[config.mk]
export PLATFORM = sky130hd
export DESIGN_NAME = stacking_order_table
export DESIGN_NICKNAME = d
export VERILOG_FILES = /design/src/sot_pkg.sv /design/src/stacking_order_table.sv /design/src/sot_dpath.sv /design/src/sot_ctrl.sv
export SDC_FILE = /design/constraint.sdc
export NUM_CORES = 1
export LEC_CHECK = 0
export BUFFER_PORTS_ARGS = -buffer_cell sky130_fd_sc_hd__buf_2
export CORE_MARGIN = 2
export CORE_UTILIZATION = 25
export DETAILED_ROUTE_END_ITERATION = 7
export PLACE_DENSITY = 0.48
export SETUP_SLACK_MARGIN = 0.3
export SKIP_LAST_GASP = 1
export SYNTH_ARGS = -nofsm -noshare
export SYNTH_HDL_FRONTEND = slang
export SYNTH_SLANG_ARGS = --single-unit
[constraint.sdc]
create_clock -name clock -period 7.6 [get_ports clock]
set_input_delay 1.52 -clock clock [delete_from_list [all_inputs] [get_ports clock]]
set_output_delay 1.52 -clock clock [all_outputs]
set_load 0.05 [all_outputs]
[src/sot_pkg.sv]
// Shared types and codes for the stacking order table.
// Holds request and response payloads, controller commands and datapath status.
// No dependencies.
package sot_pkg;

   localparam int CAPACITY_DEF = 16;
   localparam int ID_BITS_DEF  = 8;

   localparam int KIND_W   = 3;
   localparam int ID_W     = 8;
   localparam int DEPTH_W  = 4;
   localparam int STATUS_W = 3;
   localparam int COUNT_W  = 5;

   // Request kinds.
   localparam logic [KIND_W-1:0] KIND_ADD    = 3'd0;
   localparam logic [KIND_W-1:0] KIND_REMOVE = 3'd1;
   localparam logic [KIND_W-1:0] KIND_TOP    = 3'd2;
   localparam logic [KIND_W-1:0] KIND_UP     = 3'd3;
   localparam logic [KIND_W-1:0] KIND_DOWN   = 3'd4;
   localparam logic [KIND_W-1:0] KIND_BOTTOM = 3'd5;
   localparam logic [KIND_W-1:0] KIND_READ   = 3'd6;

   // Response status codes.
   localparam logic [STATUS_W-1:0] ST_DONE   = 3'd0;
   localparam logic [STATUS_W-1:0] ST_ABSENT = 3'd1;
   localparam logic [STATUS_W-1:0] ST_FULL   = 3'd2;
   localparam logic [STATUS_W-1:0] ST_DUP    = 3'd3;
   localparam logic [STATUS_W-1:0] ST_DEPTH  = 3'd4;

   // Source of the entry that moves.
   localparam logic FROM_POS   = 1'b0;
   localparam logic FROM_COUNT = 1'b1;

   // Destination of the entry that moves.
   localparam logic [1:0] TO_ZERO  = 2'd0;
   localparam logic [1:0] TO_LAST  = 2'd1;
   localparam logic [1:0] TO_ABOVE = 2'd2;
   localparam logic [1:0] TO_BELOW = 2'd3;

   // Address of the shared slot read port.
   localparam logic RD_DEPTH = 1'b0;
   localparam logic RD_LAST  = 1'b1;

   typedef struct packed {
      logic [KIND_W-1:0]  kind;
      logic [ID_W-1:0]    object_id;
      logic [DEPTH_W-1:0] depth;
   } req_type;

   typedef struct packed {
      logic [STATUS_W-1:0] status;
      logic [COUNT_W-1:0]  entry_count;
      logic [ID_W-1:0]     top_id;
      logic [ID_W-1:0]     bottom_id;
      logic [ID_W-1:0]     read_id;
   } rsp_type;

   typedef struct packed {
      logic                capture;
      logic                look;
      logic                move_en;
      logic                from_sel;
      logic [1:0]          to_sel;
      logic                count_inc;
      logic                count_dec;
      logic                rd_sel;
      logic                read_keep;
      logic                rsp_load;
      logic [STATUS_W-1:0] status;
   } cmd_type;

   typedef struct packed {
      logic [KIND_W-1:0] kind;
      logic              found;
      logic              at_top;
      logic              at_bottom;
      logic              full;
      logic              depth_ok;
   } stat_type;

endpackage

[src/stacking_order_table.sv]
// Top level of the stacking order table.
// Depends on sot_pkg, sot_ctrl and sot_dpath.
//
// Keeps up to CAPACITY distinct ids in stacking order, slot 0 on top, and
// answers every request with one response: status, entry count, top and
// bottom ids and, for a read, the id at the requested depth. A request passes
// through the sequencer in four steps: capture at acceptance, a compare
// of the id against every slot at once, one shift of the whole slot row, and
// the response load, which reads the new bottom through the single slot read
// port once the previous response, if any, has been taken.
// The sequencer handles one request at a time; a finished response sits in its
// own register, so the next request is accepted while it waits to be taken,
// and only the load of the following response waits for it.
module stacking_order_table #(
   parameter int CAPACITY = sot_pkg::CAPACITY_DEF,
   parameter int ID_BITS  = sot_pkg::ID_BITS_DEF
) (
   input  logic             clock,
   input  logic             reset,
   input  logic             req_valid,
   output logic             req_ready,
   input  sot_pkg::req_type req_data,
   output logic             rsp_valid,
   input  logic             rsp_ready,
   output sot_pkg::rsp_type rsp_data
);
   import sot_pkg::*;

   localparam logic [COUNT_W-1:0] CAP_CODE = COUNT_W'(CAPACITY);

   cmd_type  cmd;
   stat_type stat;

   sot_ctrl u_ctrl (
      .clock     (clock),
      .reset     (reset),
      .req_valid (req_valid),
      .req_ready (req_ready),
      .rsp_valid (rsp_valid),
      .rsp_ready (rsp_ready),
      .stat      (stat),
      .cmd       (cmd)
   );

   sot_dpath #(
      .CAPACITY (CAPACITY),
      .ID_BITS  (ID_BITS)
   ) u_dpath (
      .clock    (clock),
      .reset    (reset),
      .req_data (req_data),
      .cmd      (cmd),
      .stat     (stat),
      .rsp_data (rsp_data)
   );

   // The sequencer takes no second request while one is in flight.
   a_busy_after_accept: assert property (@(posedge clock) disable iff (reset)
      req_valid && req_ready |=> !req_ready)
      else $error("request accepted while the previous one was in flight");

   // A refused add to a full table must report the full count.
   a_full_count: assert property (@(posedge clock) disable iff (reset)
      rsp_valid && (rsp_data.status == ST_FULL) |-> rsp_data.entry_count == CAP_CODE)
      else $error("table full reported with a count below capacity");

   // An empty table reports zero ids.
   a_empty_ids: assert property (@(posedge clock) disable iff (reset)
      (CAPACITY < 32) && rsp_valid && (rsp_data.entry_count == '0)
      |-> (rsp_data.top_id == '0) && (rsp_data.bottom_id == '0))
      else $error("empty table reported a nonzero top or bottom id");

endmodule

[src/sot_dpath.sv]
// Datapath of the stacking order table: slot row, id compare, shift and response register.
// Depends on sot_pkg; driven by sot_ctrl through cmd_type.
module sot_dpath #(
   parameter int CAPACITY = sot_pkg::CAPACITY_DEF,
   parameter int ID_BITS  = sot_pkg::ID_BITS_DEF
) (
   input  logic              clock,
   input  logic              reset,
   input  sot_pkg::req_type  req_data,
   input  sot_pkg::cmd_type  cmd,
   output sot_pkg::stat_type stat,
   output sot_pkg::rsp_type  rsp_data
);
   import sot_pkg::*;

   localparam int IDX_BITS = $clog2(CAPACITY);
   localparam int CNT_BITS = $clog2(CAPACITY + 1);
   localparam int IDW      = ID_BITS + ID_W;
   localparam int DIW      = IDX_BITS + DEPTH_W;
   localparam int CMPW     = CNT_BITS + DEPTH_W;
   localparam int CNTW     = CNT_BITS + COUNT_W;

   logic [KIND_W-1:0]   kind_ff;
   logic [ID_BITS-1:0]  id_ff;
   logic [DEPTH_W-1:0]  depth_ff;
   logic [ID_BITS-1:0]  slot_ff [CAPACITY];
   logic [ID_BITS-1:0]  slot_in [CAPACITY];
   logic [CNT_BITS-1:0] count_ff;
   logic [CNT_BITS-1:0] count_in;
   logic [IDX_BITS-1:0] pos_ff;
   logic [ID_BITS-1:0]  read_ff;
   rsp_type             rsp_ff;

   logic [IDW-1:0]      id_wide;
   logic [CAPACITY-1:0] match;
   logic [CAPACITY-1:0] last;
   logic [IDX_BITS-1:0] pos_enc;
   logic [CNT_BITS-1:0] cnt_m1;
   logic [DIW-1:0]      depth_wide;
   logic [IDX_BITS-1:0] rd_idx;
   logic [ID_BITS-1:0]  rd_data;
   logic [IDX_BITS-1:0] from_idx;
   logic [IDX_BITS-1:0] to_idx;
   logic [CNTW-1:0]     count_wide;
   logic [IDW-1:0]      top_wide;
   logic [IDW-1:0]      bot_wide;
   logic [IDW-1:0]      read_wide;

   assign id_wide    = IDW'(req_data.object_id);
   assign cnt_m1     = count_ff - CNT_BITS'(1);
   assign depth_wide = DIW'(depth_ff);

   // Ids are distinct, so at most one live slot matches and an OR encodes it.
   always_comb begin
      pos_enc = '0;
      for (int i = 0; i < CAPACITY; i++) begin
         match[i] = (CNT_BITS'(i) < count_ff) && (slot_ff[i] == id_ff);
         last[i]  = (CNT_BITS'(i) == cnt_m1);
         if (match[i]) begin
            pos_enc = pos_enc | IDX_BITS'(i);
         end
      end
   end

   assign stat.kind      = kind_ff;
   assign stat.found     = |match;
   assign stat.at_top    = match[0];
   assign stat.at_bottom = |(match & last);
   assign stat.full      = (count_ff == CNT_BITS'(CAPACITY));
   assign stat.depth_ok  = (CMPW'(depth_ff) < CMPW'(count_ff));

   assign rd_idx  = (cmd.rd_sel == RD_DEPTH) ? depth_wide[IDX_BITS-1:0] : cnt_m1[IDX_BITS-1:0];
   assign rd_data = slot_ff[rd_idx];

   always_comb begin
      from_idx = (cmd.from_sel == FROM_COUNT) ? count_ff[IDX_BITS-1:0] : pos_ff;
      case (cmd.to_sel)
         TO_ZERO:  to_idx = '0;
         TO_LAST:  to_idx = cnt_m1[IDX_BITS-1:0];
         TO_ABOVE: to_idx = pos_ff - IDX_BITS'(1);
         TO_BELOW: to_idx = pos_ff + IDX_BITS'(1);
         default:  to_idx = '0;
      endcase
   end

   // Relocation: the moving id lands at the destination and the slots between
   // shift one place toward the vacated source.
   always_comb begin
      for (int i = 0; i < CAPACITY; i++) begin
         slot_in[i] = slot_ff[i];
         if (cmd.move_en) begin
            if (IDX_BITS'(i) == to_idx) begin
               slot_in[i] = id_ff;
            end else if ((from_idx > to_idx) && (IDX_BITS'(i) > to_idx) &&
                         (IDX_BITS'(i) <= from_idx)) begin
               slot_in[i] = slot_ff[(i == 0) ? 0 : i - 1];
            end else if ((to_idx > from_idx) && (IDX_BITS'(i) >= from_idx) &&
                         (IDX_BITS'(i) < to_idx)) begin
               slot_in[i] = slot_ff[(i == CAPACITY - 1) ? i : i + 1];
            end
         end
      end
   end

   always_comb begin
      count_in = count_ff;
      if (cmd.count_inc) begin
         count_in = count_ff + CNT_BITS'(1);
      end else if (cmd.count_dec) begin
         count_in = cnt_m1;
      end
   end

   assign count_wide = CNTW'(count_ff);
   assign top_wide   = IDW'(slot_ff[0]);
   assign bot_wide   = IDW'(rd_data);
   assign read_wide  = IDW'(read_ff);

   always_ff @(posedge clock) begin
      if (reset) begin
         count_ff <= '0;
      end else begin
         count_ff <= count_in;
      end
   end

   always_ff @(posedge clock) begin
      slot_ff <= slot_in;
      if (cmd.capture) begin
         kind_ff  <= req_data.kind;
         id_ff    <= id_wide[ID_BITS-1:0];
         depth_ff <= req_data.depth;
      end
      if (cmd.look) begin
         pos_ff  <= pos_enc;
         read_ff <= cmd.read_keep ? rd_data : '0;
      end
      if (cmd.rsp_load) begin
         rsp_ff.status      <= cmd.status;
         rsp_ff.entry_count <= count_wide[COUNT_W-1:0];
         rsp_ff.top_id      <= (count_ff != '0) ? top_wide[ID_W-1:0] : '0;
         rsp_ff.bottom_id   <= (count_ff != '0) ? bot_wide[ID_W-1:0] : '0;
         rsp_ff.read_id     <= read_wide[ID_W-1:0];
      end
   end

   assign rsp_data = rsp_ff;

endmodule

[src/sot_ctrl.sv]
// Controller of the stacking order table: request sequencer and response valid.
// Depends on sot_pkg; commands sot_dpath through cmd_type, reads stat_type.
module sot_ctrl (
   input  logic              clock,
   input  logic              reset,
   input  logic              req_valid,
   output logic              req_ready,
   output logic              rsp_valid,
   input  logic              rsp_ready,
   input  sot_pkg::stat_type stat,
   output sot_pkg::cmd_type  cmd
);
   import sot_pkg::*;

   localparam logic [1:0] S_IDLE = 2'd0;
   localparam logic [1:0] S_LOOK = 2'd1;
   localparam logic [1:0] S_MOVE = 2'd2;
   localparam logic [1:0] S_FIN  = 2'd3;

   typedef struct packed {
      logic       move_en;
      logic       from_sel;
      logic [1:0] to_sel;
      logic       count_inc;
      logic       count_dec;
   } plan_type;

   logic [1:0]          state_ff;
   logic [1:0]          state_in;
   plan_type            plan_ff;
   plan_type            plan_in;
   logic [STATUS_W-1:0] status_ff;
   logic [STATUS_W-1:0] status_in;
   logic                rsp_valid_ff;
   logic                rsp_valid_in;
   logic                absent;

   // Decode of the compare results into a move plan and a status.
   always_comb begin
      plan_in   = '0;
      status_in = ST_DONE;
      absent    = !stat.found && (stat.kind inside {[KIND_REMOVE:KIND_BOTTOM]});
      case (stat.kind)
         KIND_ADD: begin
            if (stat.found) begin
               status_in = ST_DUP;
            end else if (stat.full) begin
               status_in = ST_FULL;
            end else begin
               plan_in.move_en   = 1'b1;
               plan_in.from_sel  = FROM_COUNT;
               plan_in.to_sel    = TO_ZERO;
               plan_in.count_inc = 1'b1;
            end
         end
         KIND_REMOVE: begin
            plan_in.move_en   = 1'b1;
            plan_in.to_sel    = TO_LAST;
            plan_in.count_dec = 1'b1;
         end
         KIND_TOP: begin
            plan_in.move_en = 1'b1;
            plan_in.to_sel  = TO_ZERO;
         end
         KIND_UP: begin
            plan_in.move_en = !stat.at_top;
            plan_in.to_sel  = TO_ABOVE;
         end
         KIND_DOWN: begin
            plan_in.move_en = !stat.at_bottom;
            plan_in.to_sel  = TO_BELOW;
         end
         KIND_BOTTOM: begin
            plan_in.move_en = 1'b1;
            plan_in.to_sel  = TO_LAST;
         end
         KIND_READ: begin
            if (!stat.depth_ok) begin
               status_in = ST_DEPTH;
            end
         end
         default: begin
         end
      endcase
      if (absent) begin
         plan_in   = '0;
         status_in = ST_ABSENT;
      end
   end

   always_comb begin
      state_in  = state_ff;
      cmd       = '0;
      cmd.status = status_ff;
      req_ready = (state_ff == S_IDLE);
      case (state_ff)
         S_IDLE: begin
            if (req_valid) begin
               cmd.capture = 1'b1;
               state_in    = S_LOOK;
            end
         end
         S_LOOK: begin
            cmd.look      = 1'b1;
            cmd.rd_sel    = RD_DEPTH;
            cmd.read_keep = (stat.kind == KIND_READ) && stat.depth_ok;
            state_in      = S_MOVE;
         end
         S_MOVE: begin
            cmd.move_en   = plan_ff.move_en;
            cmd.from_sel  = plan_ff.from_sel;
            cmd.to_sel    = plan_ff.to_sel;
            cmd.count_inc = plan_ff.count_inc;
            cmd.count_dec = plan_ff.count_dec;
            state_in      = S_FIN;
         end
         S_FIN: begin
            cmd.rd_sel = RD_LAST;
            if (!rsp_valid_ff || rsp_ready) begin
               cmd.rsp_load = 1'b1;
               state_in     = S_IDLE;
            end
         end
         default: begin
            state_in = S_IDLE;
         end
      endcase
   end

   assign rsp_valid_in = cmd.rsp_load || (rsp_valid_ff && !rsp_ready);
   assign rsp_valid    = rsp_valid_ff;

   always_ff @(posedge clock) begin
      if (reset) begin
         state_ff     <= S_IDLE;
         rsp_valid_ff <= 1'b0;
      end else begin
         state_ff     <= state_in;
         rsp_valid_ff <= rsp_valid_in;
      end
   end

   always_ff @(posedge clock) begin
      if (state_ff == S_LOOK) begin
         plan_ff   <= plan_in;
         status_ff <= status_in;
      end
   end

endmodule

Word-level counts from Yosys, hierarchy flattened
Index checks and enable logic that the tools add are counted.
{"block": "word_totals", "ff_bits": 204, "in_bits": 19, "output_inout_bits": 34, "wordCells": 414}
{"block": "op_classes", "add_sub_neg": 4, "order_cmp": 84, "eq_ne": 62, "n_mux": 86, "bitwise_logic": 3, "n_reduce_logical": 137}
{"cell": "$mux 8", "n": 49}
{"cell": "$eq 8x8->1", "n": 16}
{"cell": "$logic_and 1x1->1", "n": 82}
{"cell": "$reduce_bool 3->1", "n": 14}
{"cell": "$eq 4x5->1 const A", "n": 8}
{"cell": "$lt 4x5->1 const A", "n": 8}
{"cell": "$bmux 8 s4", "n": 1}
{"cell": "$eq 4x4->1 const A", "n": 8}
{"cell": "$gt 4x4->1 const A", "n": 8}
{"cell": "$le 4x4->1 const A", "n": 8}
{"cell": "$reduce_and 2->1", "n": 16}
{"cell": "$reduce_or 16->1", "n": 2}
{"cell": "$ge 4x4->1 const A", "n": 7}
{"cell": "$lt 4x4->1 const A", "n": 7}
{"cell": "$eq 3x5->1 const A", "n": 4}
{"cell": "$lt 3x5->1 const A", "n": 4}
{"cell": "$mux 5", "n": 4}
{"cell": "$reduce_or 18->1", "n": 1}
{"cell": "$and 16x16->16", "n": 1}
{"cell": "$eq 3x4->1 const A", "n": 4}
{"cell": "$ge 3x4->1 const A", "n": 4}
{"cell": "$gt 3x4->1 const A", "n": 4}
{"cell": "$le 3x4->1 const A", "n": 4}
{"cell": "$lt 3x4->1 const A", "n": 4}
{"cell": "other kinds (55)", "n": 108}

Longest topological paths before layout
{"block": "logic_depth", "ltp_word": 13, "depth_mapped": 21, "mapped_depth_nobuf": 16}

By module
A second synthesis with hierarchy kept.
{"block": "unflattened", "cells_unflattened": 1366, "area_unflattened_um2": 14039.7}
{"module": "sot_dpath", "instances": 1, "cells_each": 1306, "area_per_inst_um2": 13390.3, "seq_area_each_um2": 5715.5}
{"module": "sot_ctrl", "instances": 1, "cells_each": 60, "area_per_inst_um2": 649.4, "seq_area_each_um2": 300.3}

Least setup slack after synthesis
No wires, ideal clock.
{"block": "synth_timing", "path_type": "register to register", "startpoint": "register u_ctrl.state_ff[0]", "endpoint": "register u_dpath.slot_ff[88] in the netlist's numbering (enable)", "setup_ns": 0.378, "arrival_time_ns": 4.961, "required_time_ns": 7.222, "setup_slack_ns": 2.261, "stages_incl_launch_ff": 22, "path_buffers": 6, "synth_period_minus_slack_ns": 5.339, "path_cell_list": "dfxtp_1 > inv_1 > ha_1 > buf_2 > clkbuf_1 > nand3_1 > ha_1 > a21o_1 > a21oi_2 > xor2_2 > nand3b_1 > a21oi_4 > inv_2 > buf_2 > buf_2 > ha_1 > and4_1 > a21oi_1 > buf_2 > clkbuf_1 > nand3_1 > a31oi_1"}
{"block": "synth_via", "elab_chain_len": 9}
{"item": "from (decl)", "line_no": "sot_ctrl.sv:28", "source": "logic [1:0] state_ff;"}
{"item": "from (signal assigned)", "line_no": "sot_ctrl.sv:138", "source": "state_ff <= state_in;"}
{"item": "$eq 2x2->1 *", "line_no": "sot_ctrl.sv:96", "source": "case (state_ff)"}
{"item": "$mux 6 *", "line_no": "sot_ctrl.sv:96"}
{"item": "$eq 2x2->1, or another cell as far along", "line_no": "sot_dpath.sv:77", "source": "case (cmd.to_sel)"}
{"item": "$pmux 4 s4", "line_no": "sot_dpath.sv:77"}
{"item": "$gt 4x4->1, or another cell as far along", "line_no": "sot_dpath.sv:97", "source": "end else if ((to_idx > from_idx) && (IDX_BITS'(i) >= from_idx) &&"}
{"item": "$logic_and 1x1->1 (on tied branches) (2 in series)", "line_no": "sot_dpath.sv:97, sot_dpath.sv:94"}
{"item": "$reduce_bool 3->1 (no source line)"}
{"item": "$reduce_and 2->1 (no source line) *"}
{"item": "to (signal assigned)", "line_no": "sot_dpath.sv:128", "source": "slot_ff <= slot_in;"}
{"item": "to (decl)", "line_no": "sot_dpath.sv:26", "source": "logic [ID_BITS-1:0] slot_ff [CAPACITY];"}
Every way passes the cells marked *; elsewhere a longest branch is shown, timed or not.
A chain may end at the register's enable or synchronous reset.

Final worst setup path
{"block": "layout_timing", "startpoint": "register u_ctrl.plan_ff[3] in the netlist's numbering", "endpoint": "register u_dpath.slot_ff[119] in the netlist's numbering (enable)"}
{"block": "layout_via", "elab_chain_len": 8}
{"item": "from (decl)", "line_no": "sot_ctrl.sv:30", "source": "plan_type plan_ff;"}
{"item": "from (signal assigned)", "line_no": "sot_ctrl.sv:145", "source": "plan_ff <= plan_in;"}
{"item": "$mux 6 *", "line_no": "sot_ctrl.sv:96"}
{"item": "$eq 2x2->1, or another cell as far along", "line_no": "sot_dpath.sv:77"}
{"item": "$pmux 4 s4 *", "line_no": "sot_dpath.sv:77"}
{"item": "$gt 4x4->1, or another cell as far along", "line_no": "sot_dpath.sv:97"}
{"item": "$logic_and 1x1->1 (on tied branches) (2 in series)", "line_no": "sot_dpath.sv:97, sot_dpath.sv:94"}
{"item": "$reduce_bool 3->1 (no source line) *"}
{"item": "$reduce_and 2->1 (no source line) *"}
Marked as above.

==> summary.md <==
| Metric | Value |
|---|---|
| Leak | approximately 5.5 nW |
| Drt total wl | ~51000 um |
| WL per Instance | 23.73 um |
| Dpl ws | roughly 2.4 ns |
| CTS tree | yes |
| Asr flop ratio synth | 0% |
| Met1 WL | between 20000 and 25000 um |
| Post CTS Setup Buffer Count | 0 |
| Area delta synth->final | 12.63% |
| Post-route setup slack | roughly 2.3 ns |
| Number of flops mapped to enable cells by yosys | 195 |
| Final net count | 1421 |
| Final min period | roughly 5.3 ns |
| PostCTS Resize Cnt | 0 |
| # hold bufs at CTS | 0 |
| Sequential power share | between 20 and 30% |
| Synthesized flop and latch total | between 200 and 250 |
| Internal power | around 0.0031 W |
| Worst Tran Pin Value | between 1 and 1.5 ns |
| Height of the die | between 200 and 250 um |
| Latest clock arrival within the worst-skew pair | between 0.5 and 0.6 ns |
| Via count | approximately 12000 |
| Max Root-Sink Buffers | 3 |
| Prevailing post-synth register cell | edfxtp_1 |
| Drt drc | 0 |
| Final std cells w/o fill | 2155 |
| Placed insts | 2109 |
| Adder-Cell Fraction of Synth Area | between 1.5 and 2% |
| I/O pin cnt | 53 |
| CP endpoint kind | register |
| Required time worst endpoint | between 7 and 8 ns |
| Clk slew on worst S/H paths | around 0.07 ns |
| Non-Filler Cell Area, Final | around 16000 sq um |
| Number of global-route vias before repair | about 11000 |
| Die W | approximately 240 um |
| Initial antenna violation count | 1 |
| Pwr per Cell Area | 349.4 nW/um^2 |
| Post-synthesis cell count | around 1400 |
| Mux share of post-synthesis cell area | between 10 and 15% |
| Period utilization | 69.52% |
| DR WL met2 | between 20000 and 25000 um |
| Netlist cell types | 86 |
| Relative slew slack | under 10% |
| RSZ-0062 raised after global routing | false |
| Total Die Area | a little under 60000 sq um |
| DPL Wire Length | 37590 um |
| Drt first pass iters | 5 |
| Register area share after synthesis | a little over two fifths |
| Max-cap violations | 0 |
| Antenna Nets Post-Route | 0 |
| IO Port Bufs | 52 |
| Switching fraction of total power | about 44% |
| Synthesis Warnings | 0 |
| # diodes | 0 |
| Combinational Power Share | between 40% and 50% |
| Status | completed |
| Fin Setup TNS | 0 ns |
| Psw | about 0.0024 W |
| Starting density of the core | around 25% |
| Mean Syn Cell Area | a little over 10 sq um |
| Cell Rows | between 80 and 90 |
| Pins Over Slew Limit | 0 |
| Sink Count | just over 200 |
| Proportion of layout cells with a drive suffix above 1 | 13.37% |
| GPL Wtd Cong | approximately 0.92 |
| Clk_skew | ~0.024 ns |
| Placed Area | between 15000 and 20000 sq um |
| Crit path max fanout | 17 |
| Arrival @ worst endpoint | 5.46 ns |
| Gr ovfl total | 0 |
| Setup crit start kind | register |
| Max IR drop VDD | between 0.15 and 0.2 mV |
| Simple-gate share of the synthesized area | about an eighth |
| Syn_nets | around 1400 |
| Cts bufs inserted | 25 |
| Pin count of the biggest net entering global routing | 73 |
| CP Class | register to register |
| Root Driver | clkbuf_16 |
| Via-to-Cell Ratio | 5.421 |
| # setup viols final | 0 |
| Max layer used | met5 |
| XOR/XNOR Fraction of Synth Area | 8.582% |
| Fmax | roughly 0.19 GHz |
| Max H-tree Level | 1 |
| DR iter-0 viols | approximately 1200 |
| Largest family of logic cells by synthesized area | compound AO/OA/AOI/OAI gates |
| Synth Area in Compound Gates | approximately a fifth |
| First-pass GRT wire length | around 76000 um |
| Clock power frac | ~22% |
| Area of the mapped netlist | around 14000 sq um |
| Fin. Hold Viols | 0 |
| Core area | ~56000 sq um |
| Hold WC Path Type | register to register |
| Gr usage total | between 10% and 20% |
| Met3 Wirelength | 4296 um |
area by class of cell:
cell class                 instances  area [sq um]
tap                              756         945.9
fill                            5939         40220
clock buffer                      26         629.4
timing repair buffer              81         478.0
sequential                       203          6016
inverter                          34         127.6
multi-input combinational       1035          7545
clock inverter                    20         203.9
Yosys cell counts, types with 8 or more instances:
cell type	count	share of area [%]
a211oi_1	9	0.48
a21oi_1	35	1.2
a221o_1	9	0.64
a2bb2oi_1	46	2.8
a31oi_1	52	2.3
a32oi_1	9	0.56
and3_1	18	0.80
buf_2	43	1.5
buf_4	14	0.74
clkbuf_1	34	0.90
dfxtp_1	8	1.1
edfxtp_1	195	41
ha_1	21	1.9
inv_1	29	0.77
mux2_2	24	1.9
mux2i_1	125	8.8
nand2_1	56	1.5
nand3_1	36	1.3
nand4_1	44	1.9
nor2_1	83	2.2
nor2b_1	13	0.57
nor3_1	32	1.1
nor3b_1	9	0.48
nor4_1	19	0.84
o211ai_1	9	0.48
o21a_1	11	0.58
o21ai_0	108	3.8
o22ai_1	17	0.75
o31a_1	8	0.49
or3_1	10	0.44
xnor2_1	79	4.9
xor2_1	56	3.5
final timing paths:
check | startpoint | end | slack (ns) | cells past startpoint
worst max-delay path | u_ctrl.plan_ff[3]$_SDFFCE_PP0P_ | u_dpath.slot_ff[119]$_DFFE_PP_ | 2.32 | 13
worst min-delay path | u_dpath.read_ff[2]$_SDFFCE_PN0P_ | u_dpath.rsp_data[2]$_DFFE_PP_ | 0.42 | 0
worst max register to register | u_ctrl.plan_ff[3]$_SDFFCE_PP0P_ | u_dpath.slot_ff[119]$_DFFE_PP_ | 2.32 | 13
worst min register to register | u_dpath.read_ff[2]$_SDFFCE_PN0P_ | u_dpath.rsp_data[2]$_DFFE_PP_ | 0.42 | 0
logic make-up (layout without fill, tap and decap cells):
| group | after synthesis | count (layout) |
|---|---|---|
| muxes | 149 | 149 |
| buffers and inverters | 131 | 161 |
| AOI/OAI and AO/OA | 376 | 376 |
| adders and majority gates | 22 | 22 |
| xor gates and xnor gates | 137 | 137 |
| and+or+nand+nor | 351 | 351 |
| DFF | 203 | 203 |
metal layers:
metal  vias up  global-route usage, %
met1      5816                  23.58
li1       5286                      -
met2       496                  26.38
met4         2                  4.684
met5         -                      0
met3        82                  3.689
critical path, stage by stage, from the launching register on:
cell and delay [ns]:
edfxtp_1 0.63, nand3_1 0.25, inv_1 0.08, fa_1 0.43, xnor2_1 0.23, a2bb2oi_2 0.15
nor2_4 0.33, inv_2 0.23, ha_1 0.37, o21a_1 0.13, o21a_1 0.22, nor2_1 0.79
o211ai_1 0.22, a21oi_1 0.81
state kept, by name, indices dropped and copies added, names as in the netlist:
signal / count
u_ctrl.plan_ff: 5
u_ctrl.rsp_valid: 1
u_dpath.slot_ff: 128
u_dpath.depth_ff: 4
u_ctrl.state_ff: 2
u_dpath.rsp_data: 32
u_dpath.id_ff: 8
u_dpath.count_ff: 5
u_ctrl.status_ff: 3
u_dpath.pos_ff: 4
u_dpath.kind_ff: 3
u_dpath.read_ff: 8
metrics by stage:
step	util (%)	power (W)	hold slack (ns)
final	28.39	0.005571	0.4175
after detailed placement	26.90	0.004322	0.4045
after global routing	28.39	0.005859	0.4227
after CTS	28.39	0.005567	0.4189
after global placement	26.90	0.004292	0.4034
after floorplan	-	0.003571	0.4003
placed cells by master, fill, tap and decap left out, types with 6 or more instances in the layout:
master	synthesis	final
o211ai_1	9	9
o22ai_1	17	17
o21ai_0	108	108
a21oi_2	6	7
a221o_1	9	9
nor2_1	83	83
buf_4	14	29
nand2_1	56	56
nor2b_1	13	12
or3_1	10	10
clkbuf_16	0	25
nor4_1	19	19
nor3b_1	9	9
inv_1	29	29
o31a_1	8	8
edfxtp_1	195	195
o21ai_1	6	6
ha_1	21	21
o21a_1	11	11
a21oi_1	35	33
mux2i_1	125	124
nand4_1	44	44
dfxtp_1	8	8
nor3_1	32	32
a2bb2oi_1	46	46
a31oi_1	52	52
buf_2	43	52
mux2_2	24	24
xnor2_1	79	79
xor2_1	56	56
nand3_1	36	36
a211oi_1	9	9
nand3b_1	6	6
and3_1	18	18
a32oi_1	9	9
power by group through the flow:
stage	Sequential, W	Clock [W]	Combinational (W)
floorplan	0.00167	0	0.00191
global placement	0.00167	0	0.00263
detailed placement	0.00166	0	0.00266
CTS	0.00164	0.00125	0.00267
global route	0.00166	0.00129	0.00291
finish	0.00164	0.00122	0.00270
No activity file was read; power rests on OpenSTA's default activity.
